<file path="config.mk">
export PLATFORM = sky130hd
export DESIGN_NAME = mirrored_window_average
export DESIGN_NICKNAME = d
export VERILOG_FILES = /design/src/rtl/mwa_pkg.sv /design/src/rtl/mirrored_window_average.sv
export SDC_FILE = /design/constraint.sdc
export NUM_CORES = 1
export LEC_CHECK = 0
export BUFFER_PORTS_ARGS = -buffer_cell sky130_fd_sc_hd__buf_2
export CORE_MARGIN = 2
export CORE_UTILIZATION = 25
export DETAILED_ROUTE_END_ITERATION = 12
export GPL_ROUTABILITY_DRIVEN = 0
export PLACE_DENSITY = 0.41
export SLEW_MARGIN = 20
export SYNTH_ARGS = -nofsm -noshare
export SYNTH_HDL_FRONTEND = slang
export SYNTH_SLANG_ARGS = --single-unit
</file>
<file path="constraint.sdc">
create_clock -name clk -period 8.5 [get_ports clk]
set_input_delay 2.125 -clock clk [delete_from_list [all_inputs] [get_ports clk]]
set_output_delay 2.125 -clock clk [all_outputs]
set_load 0.02 [all_outputs]
</file>
<file path="src/rtl/mwa_pkg.sv">
// shared definitions for the mirrored window average block
// no dependencies
package mwa_pkg;

    localparam int MAX_HALF_WINDOW = 15;
    localparam int WIN_DEPTH       = 2 * MAX_HALF_WINDOW + 1;
    localparam int ADDR_W          = $clog2(WIN_DEPTH + 1);
    localparam int SCORE_W         = 16;
    localparam int COUNT_W         = 16;
    localparam int HALF_W          = 4;
    localparam int SUM_W           = SCORE_W + $clog2(WIN_DEPTH + 1);
    localparam int DIVISOR_W       = $clog2(WIN_DEPTH + 1);
    localparam int DIV_CNT_W       = $clog2(SUM_W + 1);
    localparam int TAP_W           = $clog2(WIN_DEPTH + 1);
    localparam int POS_W           = COUNT_W + 3;
    localparam int CFG_INDEX_W     = 1;

    localparam logic [CFG_INDEX_W-1:0] REG_HALF_WINDOW  = 1'b0;
    localparam logic [CFG_INDEX_W-1:0] REG_COLUMN_COUNT = 1'b1;

    typedef enum logic [2:0] {
        ST_IDLE,
        ST_SUM,
        ST_DRAIN,
        ST_DIV,
        ST_OUT
    } mwa_state_t;

endpackage

</file>
<file path="src/rtl/mirrored_window_average.sv">
// top level of the mirrored window average block
// depends on mwa_pkg
//
// Centered moving average with mirrored edges over a run of column_count
// scores. Each accepted score is written into a 32-entry synchronous score
// memory; every result then sweeps 2*h+1 taps of that memory one tap a
// cycle, collects the last read in a drain step, divides the sum by 2*h+1
// in a radix-2 divider and hands the mean to the output register. The final
// input of a run flushes up to h+1 results, the last marked by tlast. While
// a result sits in the output register, the next result is already being
// computed. When half_window is above column_count/4 each input is passed
// through unaveraged with tuser set. Configuration writes are taken in every
// cycle and must be made while the block is idle.
module mirrored_window_average (
    input  logic                              clk,
    input  logic                              rst_n,
    // configuration write channel
    input  logic                              cfg_valid,
    output logic                              cfg_ready,
    input  logic [mwa_pkg::CFG_INDEX_W-1:0]   cfg_index,
    input  logic [mwa_pkg::COUNT_W-1:0]       cfg_data,
    // input scores
    input  logic                              s_tvalid,
    output logic                              s_tready,
    input  logic [15:0]                       s_tdata,   // score_in
    // results
    output logic                              m_tvalid,
    input  logic                              m_tready,
    output logic [31:0]                       m_tdata,   // window_mean, column_index
    output logic                              m_tlast,   // run_last
    output logic                              m_tuser    // rejected
);
    import mwa_pkg::*;

    mwa_state_t               state_reg, state_next;
    logic [HALF_W-1:0]        half_window_reg, half_window_next;
    logic [COUNT_W-1:0]       column_count_reg, column_count_next;
    logic [COUNT_W-1:0]       received_count_reg, received_count_next;
    logic [ADDR_W-1:0]        wp_reg, wp_next;
    logic [COUNT_W-1:0]       p_reg, p_next;
    logic [HALF_W-1:0]        h_reg, h_next;
    logic                     last_reg, last_next;
    logic                     rej_reg, rej_next;
    logic [COUNT_W-1:0]       i_reg, i_next;
    logic [COUNT_W-1:0]       i_end_reg, i_end_next;
    logic [TAP_W-1:0]         k_reg, k_next;
    logic                     rd_valid_reg, rd_valid_next;
    logic [SUM_W-1:0]         sum_reg, sum_next;
    logic [DIVISOR_W-1:0]     rem_reg, rem_next;
    logic [DIV_CNT_W-1:0]     div_cnt_reg, div_cnt_next;
    logic [SCORE_W-1:0]       mean_reg, mean_next;
    logic                     m_tvalid_reg, m_tvalid_next;
    logic [31:0]              m_tdata_reg, m_tdata_next;
    logic                     m_tlast_reg, m_tlast_next;
    logic                     m_tuser_reg, m_tuser_next;

    // score memory
    logic [SCORE_W-1:0]       mem [0:(1 << ADDR_W)-1];
    logic [SCORE_W-1:0]       mem_rdata_reg;
    logic                     mem_we;
    logic [ADDR_W-1:0]        mem_waddr;
    logic                     mem_re;
    logic [ADDR_W-1:0]        mem_raddr;

    // accept-time decode
    logic [COUNT_W-1:0]       count_eff;
    logic                     in_last;
    logic                     in_rej;
    logic                     has_result;
    logic [COUNT_W-1:0]       start_idx;
    logic [COUNT_W-1:0]       end_idx;

    // tap address generation
    logic signed [POS_W-1:0]  p_s, j_s, m_s, d_s;
    logic                     tap_ok;
    logic [DIVISOR_W-1:0]     divisor;
    logic [DIVISOR_W:0]       trial;
    logic                     out_free;

    assign cfg_ready = 1'b1;
    assign s_tready  = (state_reg == ST_IDLE);
    assign m_tvalid  = m_tvalid_reg;
    assign m_tdata   = m_tdata_reg;
    assign m_tlast   = m_tlast_reg;
    assign m_tuser   = m_tuser_reg;

    always_comb
    begin
        count_eff  = (column_count_reg == '0) ? COUNT_W'(1) : column_count_reg;
        in_last    = ({1'b0, received_count_reg} + (COUNT_W+1)'(1)) >= {1'b0, count_eff};
        in_rej     = COUNT_W'(half_window_reg) > (count_eff >> 2);
        has_result = (received_count_reg >= COUNT_W'(half_window_reg)) || in_last;
        start_idx  = (received_count_reg >= COUNT_W'(half_window_reg))
                   ? received_count_reg - COUNT_W'(half_window_reg) : '0;
        end_idx    = in_last ? received_count_reg
                   : received_count_reg - COUNT_W'(half_window_reg);
    end

    always_comb
    begin
        p_s    = $signed({3'b000, p_reg});
        j_s    = $signed({3'b000, i_reg}) - $signed(POS_W'(h_reg))
               + $signed(POS_W'(k_reg));
        if (j_s < 0)
        begin
            m_s = -j_s;
        end
        else if (j_s > p_s)
        begin
            m_s = (p_s <<< 1) - j_s;
        end
        else
        begin
            m_s = j_s;
        end
        d_s       = p_s - m_s;
        tap_ok    = (m_s >= 0) && (m_s <= p_s) && (d_s < $signed(POS_W'(WIN_DEPTH)));
        mem_raddr = wp_reg - d_s[ADDR_W-1:0];
        divisor   = {h_reg, 1'b1};
        trial     = {rem_reg, sum_reg[SUM_W-1]};
        out_free  = !m_tvalid_reg || m_tready;
    end

    always_comb
    begin
        state_next          = state_reg;
        half_window_next    = half_window_reg;
        column_count_next   = column_count_reg;
        received_count_next = received_count_reg;
        wp_next             = wp_reg;
        p_next              = p_reg;
        h_next              = h_reg;
        last_next           = last_reg;
        rej_next            = rej_reg;
        i_next              = i_reg;
        i_end_next          = i_end_reg;
        k_next              = k_reg;
        rd_valid_next       = 1'b0;
        sum_next            = sum_reg;
        rem_next            = rem_reg;
        div_cnt_next        = div_cnt_reg;
        mean_next           = mean_reg;
        m_tvalid_next       = m_tvalid_reg && !m_tready;
        m_tdata_next        = m_tdata_reg;
        m_tlast_next        = m_tlast_reg;
        m_tuser_next        = m_tuser_reg;
        mem_we              = 1'b0;
        mem_waddr           = wp_reg + ADDR_W'(1);
        mem_re              = 1'b0;

        if (cfg_valid)
        begin
            case (cfg_index)
                REG_HALF_WINDOW:  half_window_next  = cfg_data[HALF_W-1:0];
                REG_COLUMN_COUNT: column_count_next = cfg_data;
                default:          ;
            endcase
        end

        case (state_reg)
            ST_IDLE:
            begin
                if (s_tvalid)
                begin
                    mem_we              = 1'b1;
                    wp_next             = wp_reg + ADDR_W'(1);
                    p_next              = received_count_reg;
                    h_next              = half_window_reg;
                    last_next           = in_last;
                    rej_next            = in_rej;
                    received_count_next = in_last ? '0 : received_count_reg + COUNT_W'(1);
                    k_next              = '0;
                    sum_next            = '0;
                    if (in_rej)
                    begin
                        i_next     = received_count_reg;
                        i_end_next = received_count_reg;
                        mean_next  = s_tdata;
                        state_next = ST_OUT;
                    end
                    else if (has_result)
                    begin
                        i_next     = start_idx;
                        i_end_next = end_idx;
                        state_next = ST_SUM;
                    end
                end
            end
            ST_SUM:
            begin
                sum_next      = sum_reg + (rd_valid_reg ? SUM_W'(mem_rdata_reg) : '0);
                mem_re        = tap_ok;
                rd_valid_next = tap_ok;
                k_next        = k_reg + TAP_W'(1);
                if (k_reg == {h_reg, 1'b0})
                begin
                    state_next = ST_DRAIN;
                end
            end
            ST_DRAIN:
            begin
                sum_next     = sum_reg + (rd_valid_reg ? SUM_W'(mem_rdata_reg) : '0);
                rem_next     = '0;
                div_cnt_next = '0;
                state_next   = ST_DIV;
            end
            ST_DIV:
            begin
                // restoring division, quotient bits shift into the sum register
                if (trial >= {1'b0, divisor})
                begin
                    rem_next = DIVISOR_W'(trial - {1'b0, divisor});
                    sum_next = {sum_reg[SUM_W-2:0], 1'b1};
                end
                else
                begin
                    rem_next = trial[DIVISOR_W-1:0];
                    sum_next = {sum_reg[SUM_W-2:0], 1'b0};
                end
                div_cnt_next = div_cnt_reg + DIV_CNT_W'(1);
                if (div_cnt_reg == DIV_CNT_W'(SUM_W - 1))
                begin
                    state_next = ST_OUT;
                end
            end
            ST_OUT:
            begin
                if (out_free)
                begin
                    m_tvalid_next = 1'b1;
                    m_tdata_next  = {rej_reg ? mean_reg : sum_reg[SCORE_W-1:0], i_reg};
                    m_tlast_next  = last_reg && (i_reg == p_reg);
                    m_tuser_next  = rej_reg;
                    if (i_reg == i_end_reg)
                    begin
                        state_next = ST_IDLE;
                    end
                    else
                    begin
                        i_next     = i_reg + COUNT_W'(1);
                        k_next     = '0;
                        sum_next   = '0;
                        state_next = ST_SUM;
                    end
                end
            end
            default:
            begin
                state_next = ST_IDLE;
            end
        endcase
    end

    always_ff @(posedge clk or negedge rst_n)
    begin
        if (!rst_n)
        begin
            state_reg          <= ST_IDLE;
            half_window_reg    <= '0;
            column_count_reg   <= COUNT_W'(1);
            received_count_reg <= '0;
            wp_reg             <= '0;
            rd_valid_reg       <= 1'b0;
            m_tvalid_reg       <= 1'b0;
        end
        else
        begin
            state_reg          <= state_next;
            half_window_reg    <= half_window_next;
            column_count_reg   <= column_count_next;
            received_count_reg <= received_count_next;
            wp_reg             <= wp_next;
            rd_valid_reg       <= rd_valid_next;
            m_tvalid_reg       <= m_tvalid_next;
        end
    end

    always_ff @(posedge clk)
    begin
        p_reg       <= p_next;
        h_reg       <= h_next;
        last_reg    <= last_next;
        rej_reg     <= rej_next;
        i_reg       <= i_next;
        i_end_reg   <= i_end_next;
        k_reg       <= k_next;
        sum_reg     <= sum_next;
        rem_reg     <= rem_next;
        div_cnt_reg <= div_cnt_next;
        mean_reg    <= mean_next;
        m_tdata_reg <= m_tdata_next;
        m_tlast_reg <= m_tlast_next;
        m_tuser_reg <= m_tuser_next;
    end

    always_ff @(posedge clk)
    begin
        if (mem_we)
        begin
            mem[mem_waddr] <= s_tdata;
        end
        if (mem_re)
        begin
            mem_rdata_reg <= mem[mem_raddr];
        end
    end

    // a memory read is only collected right after a tap cycle
    assert property (@(posedge clk) disable iff (!rst_n)
        rd_valid_reg |-> $past(state_reg == ST_SUM))
        else $error("read data flagged outside the tap sweep");

    // the tap counter never runs past the window
    assert property (@(posedge clk) disable iff (!rst_n)
        (state_reg == ST_SUM) |-> (k_reg <= {h_reg, 1'b0}))
        else $error("tap counter beyond window");

    // a new score is only taken when no result is being computed
    assert property (@(posedge clk) disable iff (!rst_n)
        (s_tvalid && s_tready) |=> (state_reg != ST_DIV) && !rd_valid_reg)
        else $error("score accepted while a result was in progress");

endmodule
</file>
==> metrics, run 1 <==
CTS H-tree lvls 3; Area growth, synth to finish 17.18%; crit end category flip-flop; Yosys reg bits between 700 and 800; max_slew headroom between 20% and 30%; Antenna Nets Post-Route 0; largest net degree at the start of global routing 110; overall routed net length slightly below 100 mm; Max Cap Viol 0; Yosys top cell by area edfxtp_1; Syn Std Cell Area around 0.034 mm²; leading cell type in the layout, fill and taps excluded edfxtp_1; # rows ~140; first-pass GRT wire length roughly 140 mm; number of distinct library cells after synthesis 91; Setup CP Type reg2reg; status finished clean; Place WS 13.85 ps; Max Clock Freq around 0.12 GHz; area of the core 0.1355 mm²; vias per cell about 4.7; initial antenna violation count 12; Pre-antenna DRT Iters 6; FFs w/ async S/R, synth about 6.4%; area of the die ~0.14 mm²; CP Launch Type flip-flop; post-DR wirelength/cell about 23 µm; 1st-iter DRT viols approximately 1800; # clock sinks between 700 and 800; Worst path slowest cell fa_4; max reg flops about 500; worst hold path type reg2reg; Seq/Total Area, Yosys between 60% and 70%; final worst slack just under 400 ps; Slew Limit Fails 0; share of Yosys cell area claimed by the top area cell type 58.73%; share of cells above drive strength 1 between 20% and 30%; Final min period approximately 8100 ps; Gate Count Post-Synth 2296; final setup violation count 0; IO Port Bufs 73; actual slew at the worst max-slew pin ~1100 ps; Crit path largest cell delay between 900 and 1000 ps; commonest non-fill, non-tap cells in the layout edfxtp_1, mux4_2, nand2_1, ha_1, inv_1; Syn Nets roughly 2500; total gr overflow 0; CTS tree built; DRC 0; worst path arrival time roughly 8500 ps; largest cells by area after synthesis edfxtp_1, mux4_2, ha_1; synthesized area per cell roughly 15 µm²; Initial Util about a quarter; Hold WS between 500 and 600 ps; # IOs 75; Vias around 20000; CTS buffer count 79; nets@finish about 2600; Warnings, synthesis 0; Final Cycle Share 95.34%; GRT Util Overall roughly 14%; DP Wirelength 64.69 mm; Req. time, crit path between 8000 and 9000 ps; DIE HEIGHT roughly 370 µm; Worst Skew 47.16 ps; vias in the first global route about 21000; clk_lat worst skew about 680 ps; final hold violations 0; CTS clk-pin slew, worst paths about 60 ps; Max clock buf depth 3; number of synthesized flops with an enable pin 668; Synth Flop Type edfxtp_1; Die Wd between 300 and 400 µm; CTS Root Cell clkbuf_16; critical path fanouts, max 23
## Yosys cell counts (27+ instances only)
master / number
a21o_1: 27
a21oi_1: 83
and2_1: 30
clkbuf_1: 78
dfrtp_1: 45
edfxtp_1: 668
ha_1: 115
inv_1: 107
mux2_2: 49
mux4_2: 160
nand2_1: 128
nand3_1: 34
nor2_1: 131
nor3_1: 34
o21ai_0: 104
xnor2_1: 101
xor2_1: 51
## final cells by class
type	count	area, µm²
well taps	1781	2228
clock buffers	103	2097
multi-input cells	1373	12520
repair buffers	166	1201
inverters	108	405.4
flip-flops and latches	714	21210
diodes	1	2.502
clock inverters	39	362.8
fillers	13550	95440
## critical path: cells and delay by family (launching register included)
kind	cells	cell delay, ps
compound gates	7	1140
xor+xnor	2	400
fa+ha+maj	6	2680
buf+inv	3	450
flops	1	370
mux	3	1220
simple gates	6	1540
## cells by family after synthesis
group / count (synthesis) / synth area share [%]
flops: 714 / 62.10
simple gates: 504 / 7.297
compound gates: 379 / 7.396
mux: 213 / 12.28
buf+inv: 210 / 2.363
xor+xnor: 152 / 3.898
fa+ha+maj: 123 / 4.652
other cells: 1 / 0.01098
## stage by stage
step           utilization (%)  TNS, ps  cell area, µm²  std cells
2_1_floorplan                -        0           34160       2296
3_3_place_gp             27.47        0           37220       4129
3_5_place_dp             27.47        0           37220       4129
4_1_cts                  29.29        0           39680       4271
5_1_grt                  29.54   -232.4           40020       4284
6_report                 29.55        0           40020       4285
## routing by layer
metal | up-vias | track usage (%) | share of wire (%)
li1 | 9202 | - | -
met1 | 10500 | 19.55 | 46
met2 | 504 | 22.47 | 47
met4 | 16 | 3.506 | 1.9
met5 | - | 0 | 0.097
met3 | 127 | 2.343 | 4.7
## repair_timing
item,CTS,global route
gates resized for setup,1,47
endpoints found under the setup margin,16,33
hold buffers,0,0
buffers inserted,0,10
cloned,0,3
hold endpoints to repair,0,0
pin swaps,0,16
## worst paths after layout
check / depth (start not counted) / end / slack, ps / from
max in group asynchronous: 2 / received_count_reg[2]$_DFFE_PN0P_ / 6350 / rst_n
worst min register to register: 1 / column_count_reg[1]$_DFFE_PN0P_ / 520 / column_count_reg[1]$_DFFE_PN0P_
worst max-delay path: 27 / mem_rdata_reg[4]$_DFFE_PP_ / 400 / i_reg[0]$_DFFE_PP_
worst min-delay path: 1 / column_count_reg[1]$_DFFE_PN0P_ / 520 / column_count_reg[1]$_DFFE_PN0P_
min in group asynchronous: 2 / column_count_reg[9]$_DFFE_PN0P_ / 1620 / rst_n
worst max register to register: 27 / mem_rdata_reg[4]$_DFFE_PP_ / 400 / i_reg[0]$_DFFE_PP_
Power of run 1 is not shown: default switching activity piles up to over one toggle a cycle in this logic, so the estimate is an artifact.
==> run 2: changes to the inputs <==
--- a/config.mk
+++ b/config.mk
@@ -8,6 +8,7 @@
 export BUFFER_PORTS_ARGS = -buffer_cell sky130_fd_sc_hd__buf_2
 export CORE_MARGIN = 2
 export CORE_UTILIZATION = 25
+export CTS_BUF_LIST = sky130_fd_sc_hd__clkbuf_8
 export DETAILED_ROUTE_END_ITERATION = 12
 export GPL_ROUTABILITY_DRIVEN = 0
 export PLACE_DENSITY = 0.41
==> metrics, run 2 (synthesis gave the netlist of run 1 again) <==
cts hold-fix bufs 0 (unchanged); Die Wd 373.6 µm (unchanged); CTS H-tree lvls 3 (unchanged); initial antenna violation count 13 (+1); area of the die 0.1396 mm² (unchanged); Hold WS 519.1 ps (+2.566 ps); commonest non-fill, non-tap cells in the layout edfxtp_1, mux4_2, inv_1, nand2_1, clkbuf_8; Hold Path Depth 1 (unchanged); area occupied by multi-input gates 0.01251 mm² (about the same); first-pass GRT wire length 145.0 mm (+0.68%); Fillers 13610 (+0.42%); overall routed net length 100.3 mm (+0.88%); worst path arrival time 8640 ps (+120 ps); Final Cycle Share 95.37% (about the same); max reg flops 512 (unchanged); area of the core 0.1355 mm² (unchanged); nets@finish 2641 (+1.5%); post-DR wirelength/cell 23.02 µm (-0.81%); status finished clean; final hold violations 0 (unchanged); Place WS 13.85 ps (unchanged); total gr overflow 0 (unchanged); final worst slack 393.6 ps (-2.811 ps); Area growth, synth to finish 16.53%; Initial Util 25.21% (unchanged); Max clock buf depth 3 (unchanged); CTS clk-pin slew, worst paths 60 ps (about the same); largest net degree at the start of global routing 110 (unchanged); setup TNS 0 ps (unchanged); # IOs 75 (unchanged); Worst Reg2Reg Path Length in Cells 27 (unchanged); share of cells above drive strength 1 24.31% (+0.94 points); Seq. cell area 0.02121 mm² (unchanged); Antenna Nets Post-Route 0 (unchanged); DIE HEIGHT 373.6 µm (unchanged); CTS Root Cell clkbuf_8; crit end category flip-flop; vias per cell 4.730 (-0.39%); Max Clock Freq 0.1234 GHz (about the same); CTS tree built; leading cell type in the layout, fill and taps excluded edfxtp_1; Placed Cells 4129 (unchanged); clk_lat worst skew 810 ps (+130 ps); 1st-iter DRT viols 1830 (-0.71%); IO Port Bufs 73 (unchanged); Max Cap Viol 0 (unchanged); grt peak-use layer met2; Pre-antenna DRT Iters 6 (unchanged); Final min period 8106 ps (+2.811 ps); Slew Limit Fails 0 (unchanged); GRT Util Overall 14.06% (+0.090 points); reg-to-reg setup timing slack 390 ps (about the same); grt met2 use 22.51% (+0.042 points); # rows 135 (unchanged); # clock sinks 714 (unchanged); CTS buffer count 117 (+48%); final setup violation count 0 (unchanged); grt met3 use 2.642% (+0.30 points); max_slew headroom 34.11% (+4.2 points); Setup CP Type reg2reg; Worst Skew 53.86 ps (+6.707 ps); DRC 0 (unchanged); actual slew at the worst max-slew pin 988.3 ps (-62.99 ps); CP Launch Type flip-flop; DP Wirelength 64.69 mm (unchanged); Req. time, crit path 9030 ps (+110 ps); vias in the first global route 20990 (+2.1%); met1 usage 19.50% (-0.051 points); Vias 20610 (+1.3%); critical path fanouts, max 60 (+160%); post-route insts no fill 4358 (+1.7%); worst hold path type reg2reg
## run 2: final timing paths
path | from | end
setup / recovery | i_reg[0]$_DFFE_PP_ | mem_rdata_reg[6]$_DFFE_PP_
hold / removal | column_count_reg[14]$_DFFE_PN0P_ | column_count_reg[14]$_DFFE_PN0P_
setup reg to reg | i_reg[0]$_DFFE_PP_ | mem_rdata_reg[6]$_DFFE_PP_
hold reg to reg | column_count_reg[14]$_DFFE_PN0P_ | column_count_reg[14]$_DFFE_PN0P_
max in group asynchronous | rst_n | received_count_reg[2]$_DFFE_PN0P_
min in group asynchronous | rst_n | column_count_reg[5]$_DFFE_PN0P_
## run 2: layout make-up
cell class / count / share of cell area (%)
repair buffers: 167 / 3.078
well taps: 1781 / 5.599
inverters: 108 / 1.019
diodes: 2 / 0.01257
flip-flops and latches: 714 / 53.29
clock inverters: 93 / 1.408
clock buffers: 120 / 4.150
multi-input cells: 1373 / 31.44
## run 2: per-layer routing
| metal | part of all wire, % | wire length (µm) | vias up |
|---|---|---|---|
| li1 | - | - | 9293 |
| met1 | 46 | 46530 | 10680 |
| met2 | 47 | 46980 | 466 |
| met3 | 4.6 | 4595 | 155 |
| met4 | 2.1 | 2123 | 16 |
| met5 | 0.11 | 108 | - |
## run 2: through the flow
step	area, µm²	utilization, %
final	39800	29.38
after global routing	39800	29.38
after CTS	39430	29.11
after detailed placement	37220	27.47
after global placement	37220	27.47
after floorplan	34160	-
## run 2: critical path, cell delays in order (launching register included)
cell,delay (ps)
edfxtp_1,380
inv_1,70
ha_2,180
fa_2,460
fa_2,390
nand2b_1,170
a21oi_2,160
a21o_1,200
o211ai_1,130
or3_4,400
nor2_1,120
xor2_1,230
inv_1,70
ha_1,310
nand4_1,100
or4_4,520
o211a_1,170
o31ai_1,240
a21oi_1,130
nor2_1,230
a21oi_1,100
xnor2_1,170
ha_1,370
fa_4,920
buf_16,350
mux4_2,380
mux4_2,570
mux2_2,290
## run 2: timing repair
| action | 4_1_cts | 5_1_grt |
|---|---|---|
| setup buffers | 0 | 10 |
| gates resized for setup | 1 | 46 |
| cloned | 0 | 3 |
| pin swaps | 0 | 19 |
| endpoints found under the setup margin | 16 | 33 |
Power of run 2 is left out for the same reason.
